<file path="src/design/dmxtx_ram.sv">
// dmxtx_ram: generic single-write, single-read synchronous ram with registered read
// no dependencies

module dmxtx_ram #(
   parameter int WIDTH = 8,
   parameter int DEPTH = 512,
   localparam int ADDR_W = (DEPTH > 1) ? $clog2(DEPTH) : 1
) (
   input  logic              clock,
   input  logic              wr_en,
   input  logic [ADDR_W-1:0] wr_addr,
   input  logic [WIDTH-1:0]  wr_data,
   input  logic              rd_en,
   input  logic [ADDR_W-1:0] rd_addr,
   output logic [WIDTH-1:0]  rd_data
);

   logic [WIDTH-1:0] mem [DEPTH];
   logic [WIDTH-1:0] rd_data_ff;

   always_ff @(posedge clock) begin
      if (wr_en) begin
         mem[wr_addr] <= wr_data;
      end
      if (rd_en) begin
         rd_data_ff <= mem[rd_addr];
      end
   end

   assign rd_data = rd_data_ff;

endmodule

</file>
<file path="config.mk">
export PLATFORM = sky130hd
export DESIGN_NAME = dmxtx_ram
export DESIGN_NICKNAME = d
export VERILOG_FILES = /design/src/design/dmxtx_ram.sv
export SDC_FILE = /design/constraint.sdc
export NUM_CORES = 2
export LEC_CHECK = 0
export ABC_CLOCK_PERIOD_IN_PS = 2700
export BUFFER_PORTS_ARGS = -buffer_cell sky130_fd_sc_hd__clkbuf_2
export CORE_ASPECT_RATIO = 1.25
export CORE_MARGIN = 2
export CORE_UTILIZATION = 45
export CTS_BUF_LIST = sky130_fd_sc_hd__clkbuf_16
export CTS_CLUSTER_SIZE = 10
export DETAILED_ROUTE_END_ITERATION = 8
export PLACE_DENSITY = 0.63
export SLEW_MARGIN = 20
export SYNTH_ARGS = -nofsm -noshare
export SYNTH_HDL_FRONTEND = slang
export SYNTH_SLANG_ARGS = --single-unit
export TNS_END_PERCENT = 30
</file>
<file path="constraint.sdc">
create_clock -name clock -period 2.7 [get_ports clock]
set_input_delay 0.27 -clock clock [delete_from_list [all_inputs] [get_ports clock]]
set_output_delay 0.27 -clock clock [all_outputs]
set_load 0.02 [all_outputs]
</file>
======== Yosys cells after proc, flatten, opt, wreduce, memory -nomap -nowiden ========
Memory sizes are Yosys's and may differ from the RTL's. A register that Yosys moved wholly into a read port is not among the register bits.
Index checks and enable logic that the tools add are counted.
operators by class
  multiplexer cells ....................... 2
operators with widths
  operator  count
  $mux W1   2
storage, ports and cells
  word-level logic and storage cells ...... 3
  memories ................................ 1
  register bits ........................... 0
  bits of input ports ..................... 29
  bits in writable memories ............... 4096
memory list
  memory  words  width  rd ports  clocked after Yosys merged registers in  write ports  line  text
  mem     512    8      1         1                                        1            18    logic [WIDTH-1:0] mem [DEPTH];

======== Logic depth before layout (Yosys ltp) ========
  depth after elaboration ................. 2
  mapped depth ............................ 12
  depth with buffers taken out ............ 7

======== Worst setup path before layout ========
No wires, ideal clock.
  path kind ............................... input port to flip-flop
  start ................................... input rd_addr[0]
  end ..................................... register rd_data_ff[0], in the netlist rd_data[0] (read register of mem), data pin
  arrival ................................. 2.124 ns
  path slack .............................. 0.319 ns
  library setup time ...................... 0.257 ns
  path buffers ............................ 4
  cell stages on the path ................. 10
  path through ............................ buf_4 buf_12 buf_12 buf_2 mux4_2 o21ai_0 nand3_1 nand4_1 o21ai_0 o2111a_1
RTL lines
  what                line  text
  start: declaration  14    input logic [ADDR_W-1:0] rd_addr,
  end: declaration    19    logic [WIDTH-1:0] rd_data_ff;

==> flow_metrics.env <==
export IMPL_rsz0062_at_grt="true"
export IMPL_first_iter_violations=9465
export IMPL_highest_layer="met5"
export IMPL_ir_drop_mv=0.700
export IMPL_start_kind="flop"
export IMPL_powerDensity_nw_per_um2=691
export IMPL_synthXorXnorAreaFrac_pct=0
export IMPL_cts_buffers_inserted=455
export IMPL_clock_latency_ns=0.96
export IMPL_status="finished, violations left"
export IMPL_ys_top_cells_by_area="edfxtp_1, mux4_2, mux2i_1"
export IMPL_num_io_pins=37
export IMPL_yosysUniqueCellTypes=50
export IMPL_drive_gt1_share_pct=28.4
export IMPL_grt_pass1_vias=88400
export IMPL_synth_adder_area_share_pct=0
export IMPL_max_clock_freq_mhz=359
export IMPL_synth_top_family_by_area="multiplexers"
export IMPL_grt_pass1_wl_mm=620
export IMPL_grt_overflow_total=0
export IMPL_final_max_slew_violation_count=0
export IMPL_grt_start_max_net_pins=113
export IMPL_critPathKind="flop to flop"
export IMPL_postSynth_asyncResetShare_pct=0
export IMPL_track_usage_pct=23.7
export IMPL_tightestPinTransition_ns=1.04
export IMPL_io_buffers=36
export IMPL_wirelength_mm=430
export IMPL_multiInputGateArea_sq_um=34100
export IMPL_dp_hpwl_mm=285
export IMPL_fp_dieArea_sq_um=360000
export IMPL_final_core_utilization_pct=53.5
export IMPL_worstSetupEndpointType="flop"
export IMPL_syn_inst=8030
export IMPL_synth_seq_cells=4104
export IMPL_antenna_found_initial=18
export IMPL_drc=0
export IMPL_cp_data_arrival_time_ns=3.61
export IMPL_firstDrtPassIters=6
export IMPL_postSynthAreaPerCell_sq_um=19.9
export IMPL_violations="setup timing"
export IMPL_start_util_pct=45.3
export IMPL_setup_violations=2
export IMPL_die_y_microns=671
export IMPL_synthSimpleGateAreaFrac_pct=2.63
export IMPL_wl_per_cell_microns=30.2
export IMPL_fin_cells=14200
export IMPL_cts_tree="built"
export IMPL_leakage_uw=0.0628
export IMPL_place_gp_congestion=0.952
export IMPL_finalCriticalPeriod_ns=2.78
export IMPL_crit_fanout=2
export IMPL_setup_tns_ns=-0.0980
export IMPL_synth_compound_area_share_pct=4.31
export IMPL_layout_nets=9538
export IMPL_synth_edff_count=4104
export IMPL_ff_latch_area_sq_um=123000
export IMPL_drt_vias_per_instance=6.02
export IMPL_wl_met3_mm=30.4
export IMPL_htree_num_levels=5
export IMPL_maxCapViolCount=0
export IMPL_finalHoldViolCount=0
export IMPL_synth_largest_area_cell="edfxtp_1"
export IMPL_cts_sinks=4104
export IMPL_ant_nets=0
export IMPL_dr_wl_met2_mm=221
export IMPL_area_growth_pct=18.2
export IMPL_ys_flop_type="edfxtp_1"
export IMPL_cts_buffer_depth=4
export IMPL_core_area_sq_um=354000
export IMPL_worst_slack_ns=-0.0845
export IMPL_clkTransAtPathRegs_ns=0.06
export IMPL_netlist_area_sq_um=160000
export IMPL_fin_crit_sh_pct=103
export IMPL_maxSlewHeadroom_pct=30.3
export IMPL_synth_area_mux_share_pct=14.2
export IMPL_hold_class="input port to flop"
export IMPL_met1_length_mm=159
export IMPL_yosysWarnings=0
export IMPL_critPathRequiredTime_ns=3.52
export IMPL_fp_dieW_microns=537
export IMPL_synth_top_area_share_pct=77.0
export IMPL_vias=85700
export IMPL_rows=244
export IMPL_yosysSeqAreaShare_pct=77.0
export IMPL_fillers=27300
export IMPL_syn_nets=8059
export IMPL_placed_cells=13700
export IMPL_root_buffer="clkbuf_16"
export IMPL_skew_ns=0.0664
-- cell usage in the layout (no fill, tap or decap), types with 5 or more instances in the layout --
cell type | synthesis | routed
edfxtp_1 | 4104 | 4104
buf_4 | 70 | 1301
mux2i_1 | 797 | 797
mux4_2 | 654 | 654
nor2_1 | 597 | 596
clkbuf_16 | 0 | 463
o221ai_1 | 371 | 369
a21oi_1 | 194 | 193
buf_12 | 5 | 190
o22ai_1 | 163 | 163
o21ai_0 | 118 | 117
nor3_1 | 109 | 109
nand2_1 | 111 | 96
a22oi_1 | 61 | 61
nand3_1 | 36 | 32
nand4_1 | 32 | 32
clkbuf_2 | 0 | 24
nor4_1 | 36 | 23
and2_1 | 20 | 19
inv_1 | 2 | 18
a211oi_1 | 17 | 17
diode_2 | 0 | 16
o31ai_1 | 13 | 13
nand2_4 | 0 | 12
buf_8 | 11 | 10
nor4_2 | 0 | 9
dlygate4sd3_1 | 0 | 9
o2111a_1 | 8 | 8
nor3b_1 | 8 | 7
or3_1 | 6 | 6
clkinv_1 | 0 | 6
a22o_1 | 5 | 5
inv_6 | 0 | 5
-- flip-flops by register name (all words and copies together) (netlist names) --
| register | count |
|---|---|
| rd_data | 8 |
| mem | 4096 |
-- kinds of logic (layout without fill, tap and decap cells) --
logic type             Yosys count  in the layout
AOI/OAI and AO/OA              979            979
buffers and inverters          516           2041
DFF                           4104           4104
muxes                         1451           1451
other                            0             16
and+or+nand+nor                980            980
-- cells in the mapped netlist (6+ instances only) --
master and n:
nor4_1 36, nor2b_1 6, nand2_1 111, buf_4 70, clkbuf_1 265, nor3b_1 8
buf_2 57, edfxtp_1 4104, or3_1 6, nor2_1 597, buf_8 11, a21oi_1 194
o2111a_1 8, o21ai_0 118, buf_6 64, o22ai_1 163, o31ai_1 13, buf_1 41
mux2i_1 797, a22oi_1 61, o41ai_1 7, nor3_1 109, o221ai_1 371, and2_1 20
nand4_1 32, mux4_2 654, a211oi_1 17, nand3_1 36
-- final timing paths --
check | from | endpoint | slack, ns | cells past startpoint
setup / recovery | mem[59][2] | rd_data[2] | -0.08 | 9
hold / removal | wr_addr[1] | mem[181][1] | 0.15 | 5
setup reg to reg | mem[59][2] | rd_data[2] | -0.08 | 9
hold reg to reg | mem[318][3] | rd_data[3] | 1.30 | 5
-- area by class of cell --
| class | instances | area share (%) |
|---|---|---|
| well taps | 4674 | 3.09 |
| multi-input cells | 3410 | 18.0 |
| repair buffers | 1535 | 7.37 |
| diodes | 16 | 0.0212 |
| clock inverters | 40 | 0.203 |
| inverters | 3 | 0.00992 |
| clock buffers | 463 | 6.12 |
| flip-flops and latches | 4104 | 65.1 |
-- layer usage --
| layer | vias up | global-route usage, % |
|---|---|---|
| li1 | 36100 | - |
| met1 | 44900 | 29.6 |
| met2 | 3745 | 40.9 |
| met3 | 871 | 3.77 |
| met4 | 14 | 9.84 |
| met5 | - | 0 |
-- through the flow --
step           total power, uW  worst slack [ns]  hold slack, ns  instance area [sq um]
6_report                131000           -0.0845           0.149                 189000
5_1_grt                 134000           -0.0982           0.148                 189000
4_1_cts                 132000           -0.0686          0.0539                 189000
3_5_place_dp             79100             -1.49           0.683                 177000
3_3_place_gp             78900             -1.47           0.678                 177000
2_1_floorplan            74900             0.319           0.369                 160000
-- worst max-delay path, cell delays in order (launching register included) --
cell      delay (ns)
edfxtp_1        0.33
mux2i_1         0.10
o221ai_2        0.26
a21oi_1         0.13
buf_4           0.18
nor4_4          0.39
nand4_1         0.40
nor4_4          0.47
buf_4           0.18
o2111a_1        0.20
-- where the power goes --
| group | switching, uW | leakage, uW | total, uW | internal [uW] |
|---|---|---|---|---|
| sequential | 64.4 | 0.0369 | 70300 | 70200 |
| combinational | 4620 | 0.0200 | 7540 | 2920 |
| clock | 22800 | 0.00594 | 52900 | 30100 |
-- what timing repair did --
| action | in CTS | in global routing |
|---|---|---|
| hold buffers | 9 | 0 |
| setup buffers | 1 | 0 |
| gates resized for setup | 20 | 4 |
| endpoints found under the hold margin | 603 | 0 |
| endpoints found under the setup margin | 7 | 6 |
| pin swaps | 11 | 1 |
Power figures use the tool's default switching activity.
