`src/design/dmxtx_pkg.sv`:
```
// dmxtx_pkg: shared types, codes and fixed widths of the dmx512 multi-output transmitter
// no dependencies; imported by every module of the block but the ram

package dmxtx_pkg;

   localparam int POS_W         = 13;    // bit position within a frame
   localparam int CNT_W         = 10;    // channel count register
   localparam int TICK_W        = 16;    // tick counters and timeout
   localparam int MAP_W         = 21;    // output to universe map
   localparam int LINE_W        = 7;     // line levels field
   localparam int UNI_W         = 3;     // one map entry
   localparam int MAX_UNI       = 8;     // universes addressable by a map entry
   localparam int BYTE_W        = 8;
   localparam int SLOT_FIELD_W  = 3;
   localparam int CHAN_W        = 9;
   localparam int MODE_W        = 2;
   localparam int BITNO_W       = 4;     // bit index within a slot, 0..10
   localparam int BITS_PER_SLOT = 11;
   localparam int STOP_BIT_LAST = 10;
   localparam int FIRST_STOP    = 9;
   localparam int REQ_DATA_W    = 24;
   localparam int RSP_DATA_W    = 24;
   localparam int REQ_USER_W    = 2;
   localparam int RSP_USER_W    = 2;
   localparam int CSR_ADDR_W    = 4;
   localparam int CSR_DATA_W    = 32;

   localparam logic [CNT_W-1:0]  CNT_RESET     = 10'd512;
   localparam logic [TICK_W-1:0] TIMEOUT_RESET = 16'd52084;
   localparam logic [TICK_W-1:0] TICK_MAX      = 16'hFFFF;

   typedef enum logic [MODE_W-1:0] {
      MODE_TICK    = 2'd0,
      MODE_WRITE   = 2'd1,
      MODE_TRIGGER = 2'd2,
      MODE_UNUSED  = 2'd3
   } mode_type;

   typedef enum logic [1:0] {
      REG_CHANNEL_COUNT = 2'd0,
      REG_SYNC_ENABLE   = 2'd1,
      REG_SYNC_TIMEOUT  = 2'd2,
      REG_SLOT_MAP      = 2'd3
   } reg_index_type;

   typedef enum logic [1:0] {
      LVL_LOW  = 2'd0,
      LVL_HIGH = 2'd1,
      LVL_DATA = 2'd2
   } level_kind_type;

   typedef struct packed {
      logic [CNT_W-1:0]  channel_count;
      logic              sync_enable;
      logic [TICK_W-1:0] sync_timeout;
      logic [MAP_W-1:0]  slot_map;
   } cfg_type;

   // what one tick hands from the sequencer to the line stage
   typedef struct packed {
      level_kind_type    kind;
      logic [2:0]        bit_sel;
      logic              data_zero;
      logic              frame_start;
      logic              holding;
      logic [TICK_W-1:0] last_ticks;
   } tick_info_type;

endpackage

```
`src/design/dmxtx_csr.sv`:
```
// dmxtx_csr: configuration registers behind the apb-style port
// depends on dmxtx_pkg

module dmxtx_csr (
   input  logic                             clock,
   input  logic                             reset,
   input  logic                             csr_psel,
   input  logic                             csr_penable,
   input  logic                             csr_pwrite,
   input  logic [dmxtx_pkg::CSR_ADDR_W-1:0] csr_paddr,
   input  logic [dmxtx_pkg::CSR_DATA_W-1:0] csr_pwdata,
   output logic [dmxtx_pkg::CSR_DATA_W-1:0] csr_prdata,
   output logic                             csr_pready,
   output dmxtx_pkg::cfg_type               cfg
);

   import dmxtx_pkg::*;

   cfg_type       cfg_ff, cfg_in;
   reg_index_type idx;
   logic          wr_stb;

   assign csr_pready = 1'b1;
   assign idx        = reg_index_type'(csr_paddr[3:2]);
   assign wr_stb     = csr_psel & csr_penable & csr_pwrite & csr_pready;

   always_comb begin
      cfg_in = cfg_ff;
      if (wr_stb) begin
         case (idx)
            REG_CHANNEL_COUNT: cfg_in.channel_count = csr_pwdata[CNT_W-1:0];
            REG_SYNC_ENABLE:   cfg_in.sync_enable   = csr_pwdata[0];
            REG_SYNC_TIMEOUT:  cfg_in.sync_timeout  = csr_pwdata[TICK_W-1:0];
            REG_SLOT_MAP:      cfg_in.slot_map      = csr_pwdata[MAP_W-1:0];
            default:           cfg_in = cfg_ff;
         endcase
      end
   end

   always_ff @(posedge clock) begin
      if (reset) begin
         cfg_ff.channel_count <= CNT_RESET;
         cfg_ff.sync_enable   <= 1'b0;
         cfg_ff.sync_timeout  <= TIMEOUT_RESET;
         cfg_ff.slot_map      <= '0;
      end else begin
         cfg_ff <= cfg_in;
      end
   end

   always_comb begin
      case (idx)
         REG_CHANNEL_COUNT: csr_prdata = CSR_DATA_W'(cfg_ff.channel_count);
         REG_SYNC_ENABLE:   csr_prdata = CSR_DATA_W'(cfg_ff.sync_enable);
         REG_SYNC_TIMEOUT:  csr_prdata = CSR_DATA_W'(cfg_ff.sync_timeout);
         REG_SLOT_MAP:      csr_prdata = CSR_DATA_W'(cfg_ff.slot_map);
         default:           csr_prdata = '0;
      endcase
   end

   assign cfg = cfg_ff;

endmodule

```
`config.mk`:
```
export PLATFORM = sky130hd
export DESIGN_NAME = dmxtx_csr
export DESIGN_NICKNAME = d
export VERILOG_FILES = /design/src/design/dmxtx_pkg.sv /design/src/design/dmxtx_csr.sv
export SDC_FILE = /design/constraint.sdc
export NUM_CORES = 1
export LEC_CHECK = 0
export BUFFER_PORTS_ARGS = -buffer_cell sky130_fd_sc_hd__buf_4
export CAP_MARGIN = 20
export CORE_AREA = 2 2 106 87
export DETAILED_ROUTE_END_ITERATION = 8
export DIE_AREA = 0 0 108 89
export PLACE_DENSITY = 0.64
export SLEW_MARGIN = 20
export SYNTH_ARGS = -nofsm -noshare
export SYNTH_HDL_FRONTEND = slang
export SYNTH_SLANG_ARGS = --single-unit
```
`constraint.sdc`:
```
create_clock -name clock -period 3.6 [get_ports clock]
set_input_delay 0.72 -clock clock [delete_from_list [all_inputs] [get_ports clock]]
set_output_delay 0.72 -clock clock [all_outputs]
set_load 0.01 [all_outputs]
```
# Yosys cells after proc, flatten, opt, wreduce, memory -nomap -nowiden
# Index checks and enable logic that the tools add are counted.
[op_classes]
add_sub_neg = 0
mul = 0
div = 0
order_cmp = 0
eq_ne = 3
n_shift = 0
mux = 1
bitwise_logic = 2
reduce_logical = 5
[ops]
columns = ["op", "n"]
rows = [
  ["$pmux 32 s4", 1],
  ["$reduce_and 2->1", 4],
  ["$eq 2x2->1 const B", 2],
  ["$and 1x1->1", 2],
  ["$eq 2x1->1 const B", 1],
  ["$logic_not 2->1", 1],
]
[totals]
reg_bits = 48
latch_bits = 0
mem_bits_rw = 0
rom_bits = 0
out_inout_bits = 81
word_cells = 15
memories = 0

# Logic depth before layout (Yosys ltp)
[logic_depth]
depth_word = 3
ltp_mapped = 6
depth_no_buf = 3

# Least setup slack after synthesis
# Ideal clock, no wire load.
[synth_path]
kind = "input -> output"
start = "input csr_paddr[2] (netlist bit)"
end = "output csr_prdata[1] (netlist bit)"
arrival_ns = 1.628
required_time_ns = 2.880
path_slack_ns = 1.252
stages = 4
n_path_buf = 2
cell_sequence = "buf_4 buf_2 mux2_2 a22o_1"
[synth_between]
elab_chain_cells = 2
word_cells_on_any_way = 5
[synth_lines]
columns = ["item", "line_no", "text"]
rows = [
  ["start: declaration", "dmxtx_csr.sv:10", "input logic [dmxtx_pkg::CSR_ADDR_W-1:0] csr_paddr,"],
  ["$eq 2x2->1, or another cell as far along", "dmxtx_csr.sv:52", "case (idx)"],
  ["$pmux 32 s4 *", "dmxtx_csr.sv:52", ""],
  ["end: declaration", "dmxtx_csr.sv:12", "output logic [dmxtx_pkg::CSR_DATA_W-1:0] csr_prdata,"],
]
# Mark *: on every way between the ends. The rest lies on a longest branch, timed or not. The select of a mux whose other input is x is not followed.

# Final worst setup path
# Ends and elaborated chain as after synthesis.

==> results.md <==
- Reg clk slew, reported paths: 90 ps
- Post-DP HPWL: 4.25 mm
- Critical Path End: csr_prdata[1]
- Global-route wire length before repair: 9.55 mm
- Data required, critical path: 2880 ps
- Period utilisation layout: 72.0%
- Postcts setup bufs: 0
- Reg2Reg Launch Point: cfg[35]
- # diodes: 0
- P_leak: 1.51 nW
- Simple-gate share of the synthesized area: 22.6%
- Skew final: 0 ps
- Largest family of logic cells by synthesized area: multiplexers
- Outcome: finished, final reports clean
- # port buffers: 96
- Nets: 374
- Cell Count Post-Placement: 438
- Setup TNS: 0 ps
- ANT nets after route: 0
- Crit-path leading delay family: simple AND/OR/NAND/NOR gates
- Worst Hold Slack: 497 ps
- Distinct cells, synth: 22
- Initial drt markers: 43
- WL/cell: 13.9 um
- CTS buffer count: 5
- Synth Cell Area: 2500 sq um
- Critical Path, Cell by Cell: buf_4 -> nor2_2 -> a22o_1 -> buf_4
- Tot GR Track Use: 12.8%
- Ports: 122
- Filler Cell Count: 837
- Largest net degree at the start of global routing: 79
- Post-route minimum period: 2590 ps
- Comb pwr share: 13.1%
- Sw Ratio: 25.5%
- Max VDD drop: 0.000149 V
- Worst-Skew Late Latency: 300 ps
- DR vias/cell: 4.43
- Vias: 1977
- Starting Density: 29.6%
- Final Routed Wirelength: 6.19 mm
- Crit end category: output port
- Worst slew margin: 58.1%
- Die height: 89 um
- Slowest CP cell: nor2_2
- Seq pwr share: 53.0%
- Hold_buf cts: 0
- Cell count after synthesis: 250
- Final setup fails: 0
- Fmax: 386 MHz
- Ys Warns: 0
- Congestion Overflow GR: 0
- Max reg flops: 48
- Register area share after synthesis: 38.5%
- Layout cells sized above 1: 35.3%
- Critical path origin: csr_paddr[2]
- CTS H-Tree Depth: 2
- Area Overhead vs Synth: 31.4%
- Clock root buffer: clkbuf_8
- Worst Tran Pin Value: 628 ps
- CTS tree: yes
- Final non-filler cell total: 446
- Crit path depth: 4
- RD Place Congestion: 0.717
- Yosys reg bits: 48
- Die width: 108 um
- Slowest stage delay, CP: 510 ps
- Max-Cap Viols: 0
- Worst-path fanout max: 26
- Adder-cell share of the synthesized area: 0%
- FP Rows: 30
- Clk buf depth: 2
- Xor/xnor cell area share of the yosys netlist: 0%
- Initial antenna violation count: 0
- WP data arrival: 1870 ps
- Buf/Inv on CP: 2
- Mux contribution to synthesized area: 26.6%
- Compound-gate portion of the synthesized area: 3.16%
- Reg-to-Reg End: cfg[35]
- Die area: 9610 sq um
- Core Area: 8450 sq um
- FF-to-FF setup slack: 2920 ps
- # DRC: 0
- RSZ-0062 raised after global routing: false
- Cts repair resizes: 0
- CP startpoint kind: primary input
- Hold Crit Class: reg2reg
- Clock share of power: 33.9%
- Hold Fails Final Rpt: 0
- Power Dens Cells: 312 nW/um^2
- Pre-Repair DR Iteration Count: 4
- CP most frequent cell: buf_4
- P_int: 0.763 mW
- Vias in the first global route: 1858
- R2R depth: 2
- Clock sinks: 48
- Mean Syn Cell Area: 9.99 sq um
- Max-slew violation count: 0
- Type of the worst setup path: in2out
- Sw power: 0.262 mW
==> cells in the mapped netlist <==
library cell / count / area, sq um
a22o_1: 9 / 78.8
and3_1: 6 / 37.5
and3_4: 1 / 11.3
and3b_1: 1 / 8.76
buf_12: 1 / 20.0
buf_2: 4 / 20.0
buf_4: 13 / 97.6
buf_6: 3 / 33.8
buf_8: 1 / 15.0
clkbuf_1: 9 / 33.8
conb_1: 2 / 7.51
dfxtp_1: 48 / 961
mux2_2: 9 / 101
mux2i_1: 54 / 541
mux4_2: 1 / 22.5
nand2_4: 1 / 11.3
nand2b_1: 59 / 369
nand3_1: 1 / 5.00
nand3b_1: 1 / 7.51
nor2_1: 19 / 71.3
nor2_2: 1 / 6.26
nor2b_1: 6 / 37.5
==> placed cells by master, fill, tap and decap left out, types with 6 or more instances in the layout <==
cell type,instances
buf_4,97
nor2_1,19
dfxtp_1,48
conb_1,12
a22o_1,9
and3_1,6
nor2b_1,6
nand2b_1,59
mux2i_1,54
clkbuf_8,6
mux2_2,9
==> per-layer routing <==
metal | track usage, % | wire length [um] | part of all wire, % | vias up
li1 | - | - | - | 976
met1 | 17.1 | 2930 | 47 | 927
met2 | 21.6 | 2830 | 46 | 69
met3 | 2.70 | 392 | 6.3 | 5
met4 | 2.80 | 36 | 0.58 | 0
met5 | 0 | 0 | 0 | -
==> worst register-to-register path, cell delays in order, from the launching register on <==
cell and delay (ps):
dfxtp_1 340, nor2_1 130, mux2i_1 90
==> logic make-up after synthesis <==
logic type / after synthesis
AOI/OAI and AO/OA: 9
buffers and inverters: 31
DFF: 48
muxes: 64
other: 2
and+or+nand+nor: 96
==> final cells by class <==
cell class / count / area [sq um] / share of cell area, %
clock buffers: 6 / 82.6 / 2.52
clock inverters: 2 / 15.0 / 0.458
multi-input cells: 181 / 1350 / 41.3
flip-flops and latches: 48 / 961 / 29.3
well taps: 112 / 140 / 4.27
repair buffers: 97 / 728 / 22.2
==> power by group through the flow <==
stage	combinational, mW	clock, mW	sequential [mW]
after global routing	0.147	0.385	0.545
final	0.134	0.347	0.543
after CTS	0.136	0.363	0.543
after global placement	0.135	0	0.555
after floorplan	0.0888	0	0.558
after detailed placement	0.136	0	0.556
==> worst min-delay path by stage <==
stage          startpoint  endpoint  cells past startpoint
2_1_floorplan     cfg[16]   cfg[16]                      2
3_3_place_gp      cfg[16]   cfg[16]                      2
3_5_place_dp      cfg[16]   cfg[16]                      2
4_1_cts           cfg[16]   cfg[16]                      2
5_1_grt           cfg[21]   cfg[21]                      2
6_report          cfg[18]   cfg[18]                      2
==> metrics by stage <==
| stage | power [mW] | cell area (sq um) | setup WS, ps | util (%) |
|---|---|---|---|---|
| final | 1.02 | 3280 | 1010 | 38.8 |
| after global routing | 1.08 | 3280 | 910 | 38.8 |
| after CTS | 1.04 | 3280 | 992 | 38.8 |
| after detailed placement | 0.692 | 3180 | 991 | 37.7 |
| after global placement | 0.690 | 3180 | 961 | 37.7 |
| after floorplan | 0.646 | 2530 | 1250 | - |
Power figures use the tool's default switching activity.
