===== src/design/dmxtx_pkg.sv =====
// dmxtx_pkg: shared types, codes and fixed widths of the dmx512 multi-output transmitter
// no dependencies; imported by every module of the block but the ram

package dmxtx_pkg;

   localparam int POS_W         = 13;    // bit position within a frame
   localparam int CNT_W         = 10;    // channel count register
   localparam int TICK_W        = 16;    // tick counters and timeout
   localparam int MAP_W         = 21;    // output to universe map
   localparam int LINE_W        = 7;     // line levels field
   localparam int UNI_W         = 3;     // one map entry
   localparam int MAX_UNI       = 8;     // universes addressable by a map entry
   localparam int BYTE_W        = 8;
   localparam int SLOT_FIELD_W  = 3;
   localparam int CHAN_W        = 9;
   localparam int MODE_W        = 2;
   localparam int BITNO_W       = 4;     // bit index within a slot, 0..10
   localparam int BITS_PER_SLOT = 11;
   localparam int STOP_BIT_LAST = 10;
   localparam int FIRST_STOP    = 9;
   localparam int REQ_DATA_W    = 24;
   localparam int RSP_DATA_W    = 24;
   localparam int REQ_USER_W    = 2;
   localparam int RSP_USER_W    = 2;
   localparam int CSR_ADDR_W    = 4;
   localparam int CSR_DATA_W    = 32;

   localparam logic [CNT_W-1:0]  CNT_RESET     = 10'd512;
   localparam logic [TICK_W-1:0] TIMEOUT_RESET = 16'd52084;
   localparam logic [TICK_W-1:0] TICK_MAX      = 16'hFFFF;

   typedef enum logic [MODE_W-1:0] {
      MODE_TICK    = 2'd0,
      MODE_WRITE   = 2'd1,
      MODE_TRIGGER = 2'd2,
      MODE_UNUSED  = 2'd3
   } mode_type;

   typedef enum logic [1:0] {
      REG_CHANNEL_COUNT = 2'd0,
      REG_SYNC_ENABLE   = 2'd1,
      REG_SYNC_TIMEOUT  = 2'd2,
      REG_SLOT_MAP      = 2'd3
   } reg_index_type;

   typedef enum logic [1:0] {
      LVL_LOW  = 2'd0,
      LVL_HIGH = 2'd1,
      LVL_DATA = 2'd2
   } level_kind_type;

   typedef struct packed {
      logic [CNT_W-1:0]  channel_count;
      logic              sync_enable;
      logic [TICK_W-1:0] sync_timeout;
      logic [MAP_W-1:0]  slot_map;
   } cfg_type;

   // what one tick hands from the sequencer to the line stage
   typedef struct packed {
      level_kind_type    kind;
      logic [2:0]        bit_sel;
      logic              data_zero;
      logic              frame_start;
      logic              holding;
      logic [TICK_W-1:0] last_ticks;
   } tick_info_type;

endpackage


===== src/design/dmxtx_out.sv =====
// dmxtx_out: line stage - turns ram bytes and tick info into line levels, output register
// depends on dmxtx_pkg

module dmxtx_out #(
   parameter int OUTPUTS = 7
) (
   input  logic                                clock,
   input  logic                                reset,
   input  logic                                tick_acc,
   input  dmxtx_pkg::tick_info_type            info,
   input  logic [dmxtx_pkg::BYTE_W-1:0]        uni_bytes [dmxtx_pkg::MAX_UNI],
   input  logic [dmxtx_pkg::MAP_W-1:0]         slot_map,
   output logic                                take_ok,
   output logic                                rsp_tvalid,
   input  logic                                rsp_tready,
   output logic [dmxtx_pkg::RSP_DATA_W-1:0]    rsp_tdata,
   output logic [dmxtx_pkg::RSP_USER_W-1:0]    rsp_tuser
);

   import dmxtx_pkg::*;

   logic          s1_valid_ff, s1_valid_in;
   tick_info_type s1_info_ff;
   logic          s1_move;
   logic [LINE_W-1:0] lv;

   logic              out_valid_ff, out_valid_in;
   logic [LINE_W-1:0] out_lv_ff;
   logic              out_start_ff;
   logic              out_hold_ff;
   logic [TICK_W-1:0] out_ticks_ff;

   assign s1_move     = s1_valid_ff & (~out_valid_ff | rsp_tready);
   assign take_ok     = ~s1_valid_ff | s1_move;
   assign s1_valid_in = tick_acc | (s1_valid_ff & ~s1_move);
   assign out_valid_in = s1_move | (out_valid_ff & ~rsp_tready);

   always_comb begin
      logic [UNI_W-1:0] sel;
      sel = '0;
      for (int i = 0; i < LINE_W; i++) begin
         lv[i] = 1'b0;
         sel   = slot_map[UNI_W*i +: UNI_W];
         if (i < OUTPUTS) begin
            case (s1_info_ff.kind)
               LVL_LOW:  lv[i] = 1'b0;
               LVL_HIGH: lv[i] = 1'b1;
               LVL_DATA: lv[i] = ~s1_info_ff.data_zero & uni_bytes[sel][s1_info_ff.bit_sel];
               default:  lv[i] = 1'b0;
            endcase
         end
      end
   end

   always_ff @(posedge clock) begin
      if (reset) begin
         s1_valid_ff  <= 1'b0;
         out_valid_ff <= 1'b0;
      end else begin
         s1_valid_ff  <= s1_valid_in;
         out_valid_ff <= out_valid_in;
      end
   end

   always_ff @(posedge clock) begin
      if (tick_acc) begin
         s1_info_ff <= info;
      end
      if (s1_move) begin
         out_lv_ff    <= lv;
         out_start_ff <= s1_info_ff.frame_start;
         out_hold_ff  <= s1_info_ff.holding;
         out_ticks_ff <= s1_info_ff.last_ticks;
      end
   end

   assign rsp_tvalid = out_valid_ff;
   assign rsp_tdata  = RSP_DATA_W'({out_ticks_ff, out_lv_ff});
   assign rsp_tuser  = {out_hold_ff, out_start_ff};

endmodule


===== config.mk =====
export PLATFORM = sky130hd
export DESIGN_NAME = dmxtx_out
export DESIGN_NICKNAME = d
export VERILOG_FILES = /design/src/design/dmxtx_pkg.sv /design/src/design/dmxtx_out.sv
export SDC_FILE = /design/constraint.sdc
export NUM_CORES = 1
export LEC_CHECK = 0
export BUFFER_PORTS_ARGS = -buffer_cell sky130_fd_sc_hd__clkbuf_2
export CORE_MARGIN = 2
export CORE_UTILIZATION = 59
export DETAILED_ROUTE_END_ITERATION = 8
export GPL_TIMING_DRIVEN = 1
export PLACE_DENSITY = 0.93
export SKIP_LAST_GASP = 1
export SYNTH_ARGS = -nofsm -noshare
export SYNTH_HDL_FRONTEND = slang
export SYNTH_SLANG_ARGS = --single-unit

===== constraint.sdc =====
create_clock -name clock -period 4 [get_ports clock]
set_input_delay 0.2 -clock clock [delete_from_list [all_inputs] [get_ports clock]]
set_output_delay 0.2 -clock clock [all_outputs]
set_load 0.005 [all_outputs]

* Word-level counts from Yosys, hierarchy flattened
Index checks and enable logic that the tools add are counted.
Word-level totals: bits in registers 51, word-level logic and storage cells 90, output and inout port bits 28, input port bits 113
Cells by class: equality and inequality tests 2, magnitude comparators 8, bitwise operators 26, muxes and demuxes 42
Operators with widths (number):
- $bmux W8 S3 | 7
- $mux W8 | 14
- $ge A4 B4 Y1 const B | 7
- $not A3 Y4 | 7
- $bmux W1 S3 | 7
- $pmux W1 S2 | 7
- $and A1 B1 Y1 | 10
- $mux W1 | 7
- $not A1 Y1 | 5
- $lt A3 B4 Y1 const B | 1
- $or A1 B1 Y1 | 4
- $eq A2 B1 Y1 const B | 1
- $eq A2 B2 Y1 const B | 1

* Longest topological paths before layout
Gate-level depths: netlist of the first run.
depth after elaboration 8, depth in mapped cells 7, depth with buffers taken out 6

* Worst setup path after synthesis of the first run
Ideal clock, no wire load.
path type reg-to-reg, from register out_valid_ff (netlist: rsp_tvalid), to register out_hold_ff, enable pin, slack 1.982 ns, stages on the path, launching flop included 3, required time 3.590 ns, period minus slack after synthesis 2.018 ns, buffers on the path 0, data arrival time 1.608 ns, setup time 0.410 ns, path through dfxtp_1 -> nor2b_1 -> nor2b_1
Between the ends: longest elaborated chain between the ends 3
Ends and longest elaborated chain:
- from (decl) | RTL line dmxtx_out.sv:27 | logic out_valid_ff, out_valid_in;
- from (signal assigned) | RTL line dmxtx_out.sv:61 | out_valid_ff <= out_valid_in;
- $not A1 Y1 | RTL line dmxtx_out.sv:33 | assign s1_move = s1_valid_ff & (~out_valid_ff | rsp_tready);
- $or A1 B1 Y1 | RTL line dmxtx_out.sv:33
- $and A1 B1 Y1 | RTL line dmxtx_out.sv:33
- via s1_move | RTL line dmxtx_out.sv:24 | logic s1_move;
- to (signal assigned) | RTL line dmxtx_out.sv:72 | out_hold_ff <= s1_info_ff.holding;
- to (decl) | RTL line dmxtx_out.sv:30 | logic out_hold_ff;
The timed path passes the listed nets, and every way through them passes these cells. A chain may end at the register's enable or synchronous reset.

* Worst setup path after layout of the first run
from register s1_info_ff[19] (netlist name), to register out_lv_ff[5], data pin
Between the ends: longest elaborated chain between the ends 4
Ends and longest elaborated chain:
- from (decl) | RTL line dmxtx_out.sv:23 | tick_info_type s1_info_ff;
- from (signal assigned) | RTL line dmxtx_out.sv:67 | s1_info_ff <= info;
- $bmux W1 S3 | RTL line dmxtx_out.sv:48 | LVL_DATA: lv[i] = ~s1_info_ff.data_zero & uni_bytes[sel][s1_info_ff.bit_sel];
- $mux W1 (not written as such) | RTL line dmxtx_out.sv:48
- $and A1 B1 Y1 | RTL line dmxtx_out.sv:48
- $pmux W1 S2 | RTL line dmxtx_out.sv:45 | case (s1_info_ff.kind)
- via lv[5] | RTL line dmxtx_out.sv:25 | logic [LINE_W-1:0] lv;
- to (signal assigned) | RTL line dmxtx_out.sv:70 | out_lv_ff <= lv;
- to (decl) | RTL line dmxtx_out.sv:28 | logic [LINE_W-1:0] out_lv_ff;
The timed path passes the listed nets, and every way through them passes these cells. The select of a mux whose other input is x is not followed.

==> impl_metrics.json, run 1 <==
{
  "vias": 4433,
  "place_congestion": 0.922,
  "yosysSeqAreaShare": 0.282,
  "core-area_sq_mm": 0.00876,
  "nFillCells": 620,
  "report.final.slew_viol_count": 0,
  "grt_pass1_vias": 4421,
  "post_cts_resized": 0,
  "cp-start-kind": "register",
  "layout.nets": 568,
  "initial_core_util": 0.611,
  "finClkSkew_ps": 4.05,
  "p_clk_frac": 0.191,
  "ctsHoldBuffers": 0,
  "path_class": "reg -> reg",
  "switching_share": 0.304,
  "grt_start_max_net_pins": 26,
  "worstPathArrival_ps": 2410,
  "clkLatencyLatePin_ps": 300,
  "antenna_found_initial": 0,
  "cts_root_buf": "clkbuf_8",
  "drt_iter0_markers": 513,
  "max_freq_mhz": 420,
  "tightest_slew_ps": 1190,
  "p_leak_nw": 2.35,
  "totalPowerFinal_mw": 1.49,
  "period_needed_ps": 2380,
  "h-tree-depth": 2,
  "cp_max_fo": 22,
  "fin_crit_sh": 0.595,
  "fin_cells": 562,
  "peakVddDrop_uv": 143,
  "place_inst": 554,
  "intPower_mw": 1.03,
  "maxSlewHeadroom": 0.204,
  "diodes": 0,
  "hold_viol": 0,
  "yosys_warnings": 0,
  "hp-class": "in -> reg",
  "track_usage": 0.310,
  "final_cell_mix": "clkbuf_2, mux4_2, mux2i_1",
  "drive_gt1_frac": 0.564,
  "cap_violations": 0,
  "synth_area_sq_mm": 0.00536,
  "cts_tree": "done",
  "core.rowCount": 34,
  "synthCells": 345,
  "critPathCaptureType": "register",
  "seqPwrFrac": 0.436,
  "synth_top_family_by_area": "multiplexers",
  "yosysTopAreaCell": "mux4_2",
  "avgSynthCellArea_sq_um": 15.5,
  "ios": 141,
  "status": "complete, no violations",
  "synthMuxAreaShare": 0.574,
  "post-route-drc-count": 0,
  "synth_compound_area_frac": 0.0451,
  "power.density_mw_per_mm2": 245,
  "post_cts_buffers": 0,
  "grt_pass1_wl_um": 23400,
  "fp.dieW_um": 99.3,
  "ys_ff_latch": 51,
  "syn_nets": 460,
  "final_core_util": 0.693,
  "synthSimpleGateAreaFrac": 0.0518,
  "overflow": 0,
  "rsz0062_at_grt": "no",
  "final_common_cell": "clkbuf_2",
  "cts.clk_slew.worst_paths_ps": 90,
  "ant_nets": 0,
  "wl_per_cell_um": 27.1,
  "synth_xor_area_frac": 0,
  "synthDistinctLibCells": 32,
  "cts_buffers": 5,
  "pwr-share-comb": 0.373,
  "clock_path_buffers": 2,
  "dieHeight_um": 99.3,
  "syn2layout_area_growth_pct": 13.4,
  "routed_via_density": 7.89,
  "setup_viol": 0,
  "die-area_sq_mm": 0.00986,
  "cp.required_ps": 4030,
  "synth_area_leaders": "mux4_2, edfxtp_1, mux2i_1",
  "synthAdderAreaFrac": 0.00467,
  "wl_um": 15200,
  "setup_tns_ps": 0,
  "cts_sinks": 51,
  "port_buffers": 139,
  "drt-pass1-iter-count": 5,
  "synth_top_area_share": 0.441,
  "dpl.hpwl_um": 11200,
  "p_sw_mw": 0.453
}
==> registers in the layout, summed over array words and instances (netlist names) <==
| signal | flops |
|---|---|
| s1_info_ff | 24 |
| out_start_ff | 1 |
| out_ticks_ff | 16 |
| out_hold_ff | 1 |
| out_lv_ff | 7 |
| rsp_tvalid | 1 |
| s1_valid_ff | 1 |
==> area by class of cell <==
cell class | instances | area, sq um | share of cell area
Multi-Input combinational cell | 253 | 3630 | 0.597
Clock inverter | 3 | 20.0 | 0.00330
Timing Repair Buffer | 140 | 703 | 0.116
Sequential cell | 51 | 1510 | 0.249
Tap cell | 108 | 135 | 0.0222
Clock buffer | 5 | 68.8 | 0.0113
Inverter | 2 | 7.51 | 0.00124
==> cells by family (layout without fill, tap and decap cells) <==
logic type	after synthesis	after routing
AND/OR/NAND/NOR	51	51
AO/OA/AOI/OAI	33	33
multiplexers	166	166
adder cells (fa/ha/maj)	2	2
other	1	1
buffers and inverters	41	150
flip-flops	51	51
==> routing by layer <==
metal	wire length, um	global-route usage
met1	5000	0.393
met2	7550	0.516
met3	1990	0.0703
met4	698	0.140
met5	0	0
==> path summary, 6_finish.rpt <==
kind                       start              end  slack (ps)  depth (start not counted)
setup / recovery  s1_info_ff[19]     out_lv_ff[5]        1620                          4
hold / removal             reset      s1_valid_ff          60                          2
setup reg to reg  s1_info_ff[19]     out_lv_ff[5]        1620                          4
hold reg to reg    s1_info_ff[2]  out_ticks_ff[2]         430                          0
==> worst max-delay path, stage by stage (launching register included) <==
cell,delay [ps]
edfxtp_1,780
nor2b_1,700
a22oi_1,300
o211ai_1,180
nand3_1,140
==> metrics by stage <==
stage               setup slack (ps)  instance area, sq um  hold WS (ps)
floorplan                       1980                  5360           272
global placement                1730                  5980           379
detailed placement              1700                  5980           379
CTS                             1700                  6070          62.8
global route                    1500                  6070          56.6
finish                          1620                  6070          63.5
==> power by group through the flow <==
stage | Clock [mW] | Sequential [mW] | Combinational, mW
after detailed placement | 0 | 0.661 | 0.544
after global routing | 0.310 | 0.652 | 0.585
final | 0.285 | 0.649 | 0.554
after floorplan | 0 | 0.649 | 0.366
after global placement | 0 | 0.659 | 0.526
after CTS | 0.291 | 0.649 | 0.546
==> cells in the mapped netlist (all sizes together) <==
cell type,n
o2111ai,1
nor3b,1
nand3,7
buf,31
o31ai,1
inv,2
mux2i,52
edfxtp,49
a31oi,5
nor2,5
a21o,1
and2,3
a21oi,1
nor4b,1
nand3b,6
nand2b,1
mux4,111
ha,2
nor2b,7
conb,1
clkbuf,8
nand4,5
dfxtp,2
nand2,14
nor4bb,1
mux2,3
o32ai,1
o211ai,11
a22oi,12
Power figures use the tool's default switching activity.
==> run 2: changes to the inputs <==
CORE_UTILIZATION = 49   (was 59)
PLACE_DENSITY = 0.83   (was 0.93)
clock period = 1.9 ns   (was 4 ns; I/O delays follow)
==> run 2 against run 1 <==
  * Non-clock buffer count is 68 higher
  * Sequential share of layout area is 2.6 points lower
  * Sequential cell count stayed put
  * Count of clock-buffer cells in the layout is 1 higher
  * Critical path type unchanged
  * Critical endpoint is now out_lv_ff[2]
  * Highest routed layer unchanged
==> impl_metrics.json, run 2 (synthesized netlist as in run 1, its figures left out) <==
{
  "cap_violations": 0,
  "critPathCaptureType": "register",
  "dpl.hpwl_um": 12800,
  "max_freq_mhz": 558,
  "cp_max_fo": 7,
  "clock_path_buffers": 2,
  "grt_pass1_vias": 4643,
  "maxSlewHeadroom": 0.606,
  "cts_tree": "done",
  "hold_viol": 0,
  "h-tree-depth": 2,
  "largest_register_ffs": 24,
  "report.final.slew_viol_count": 0,
  "totalPowerFinal_mw": 3.31,
  "ant_nets": 0,
  "cp.required_ps": 2060,
  "final_common_cell": "clkbuf_2",
  "peakVddDrop_uv": 444,
  "tightest_slew_ps": 590,
  "largest-register": "s1_info_ff",
  "vias": 4598,
  "wl_per_cell_um": 25.3,
  "fp.dieW_um": 109,
  "rsz0062_at_grt": "no",
  "path_class": "reg -> reg",
  "grt_start_max_net_pins": 26,
  "p_leak_nw": 2.70,
  "place_congestion": 0.966,
  "hp-class": "in -> reg",
  "diodes": 0,
  "post_cts_buffers": 0,
  "die-area_sq_mm": 0.0118,
  "clkLatencyLatePin_ps": 300,
  "post-route-drc-count": 0,
  "p_clk_frac": 0.190,
  "seqPwrFrac": 0.410,
  "dieHeight_um": 109,
  "core-area_sq_mm": 0.0107,
  "grt_pass1_wl_um": 25200,
  "fin_cells": 662,
  "setup_tns_ps": 0,
  "worstPathArrival_ps": 1950,
  "final_core_util": 0.631,
  "status": "complete, no violations",
  "pwr-share-comb": 0.400,
  "switching_share": 0.296,
  "layout.nets": 636,
  "multiInputGateArea_sq_mm": 0.00363,
  "regArea_sq_mm": 0.00151,
  "port_buffers": 139,
  "cts_sinks": 51,
  "power.density_mw_per_mm2": 488,
  "overflow": 0,
  "fin_crit_sh": 0.944,
  "intPower_mw": 2.33,
  "drt_iter0_markers": 589,
  "reg_top3": "s1_info_ff x24, out_ticks_ff x16, out_lv_ff x7",
  "setup_viol": 0,
  "wl_um": 16700,
  "cts_buffers": 5,
  "initial_core_util": 0.499,
  "p_sw_mw": 0.981,
  "finClkSkew_ps": 6.65,
  "period_needed_ps": 1790,
  "final_cell_mix": "clkbuf_2, mux4_2, mux2i_1",
  "place_inst": 629,
  "drive_gt1_frac": 0.575,
  "routed_via_density": 6.95,
  "ios": 141,
  "core.rowCount": 38,
  "antenna_found_initial": 0,
  "syn2layout_area_growth_pct": 26.6,
  "nFillCells": 840,
  "cts.clk_slew.worst_paths_ps": 90,
  "drt-pass1-iter-count": 5,
  "track_usage": 0.291,
  "cp-start-kind": "register",
  "cts_root_buf": "clkbuf_8"
}
-- run 2: metrics by stage --
stage	worst slack, ps	area, sq um	hold slack [ps]
after global routing	34.6	6780	167
final	107	6780	133
after detailed placement	53.2	6430	274
after global placement	111	6430	272
after floorplan	84.5	5360	167
after CTS	129	6780	125
-- run 2: power groups by stage --
stage	Sequential, mW	Clock (mW)	Combinational, mW
detailed placement	1.38	0	1.26
global route	1.36	0.689	1.41
global placement	1.37	0	1.23
CTS	1.36	0.645	1.31
floorplan	1.37	0	0.770
finish	1.36	0.630	1.32
-- run 2: final cells by class --
| cell class | count | area share |
|---|---|---|
| Sequential cell | 51 | 0.223 |
| Multi-Input combinational cell | 253 | 0.535 |
| Timing Repair Buffer | 208 | 0.201 |
| Clock inverter | 2 | 0.00240 |
| Clock buffer | 6 | 0.0122 |
| Tap cell | 140 | 0.0258 |
| Inverter | 2 | 0.00111 |
-- run 2: timing repair --
action,in CTS,in global routing
endpoints found under the hold margin,26,0
gates resized for setup,0,0
hold buffers,25,0
-- run 2: critical path: stages, from the launching register on --
cell and delay (ps):
edfxtp_1 420, inv_1 80, ha_1 240, nor4bb_1 310
buf_4 210, nor2b_1 180, a22oi_1 110, nand3_1 90
-- run 2: final timing paths --
path / startpoint / to / slack [ps] / cells past startpoint
setup / recovery: s1_info_ff[22] / out_lv_ff[2] / 110 / 7
hold / removal: rsp_tready / rsp_tvalid / 130 / 4
setup reg to reg: s1_info_ff[22] / out_lv_ff[2] / 110 / 7
hold reg to reg: s1_info_ff[1] / out_ticks_ff[1] / 420 / 0
-- run 2: metal layers --
layer | vias up | GRT usage | share of wire
met3 | 70 | 0.0500 | 0.10
met5 | - | 0 | 0
met4 | 0 | 0.150 | 0.048
met1 | 2267 | 0.357 | 0.34
met2 | 365 | 0.494 | 0.51
li1 | 1896 | - | -
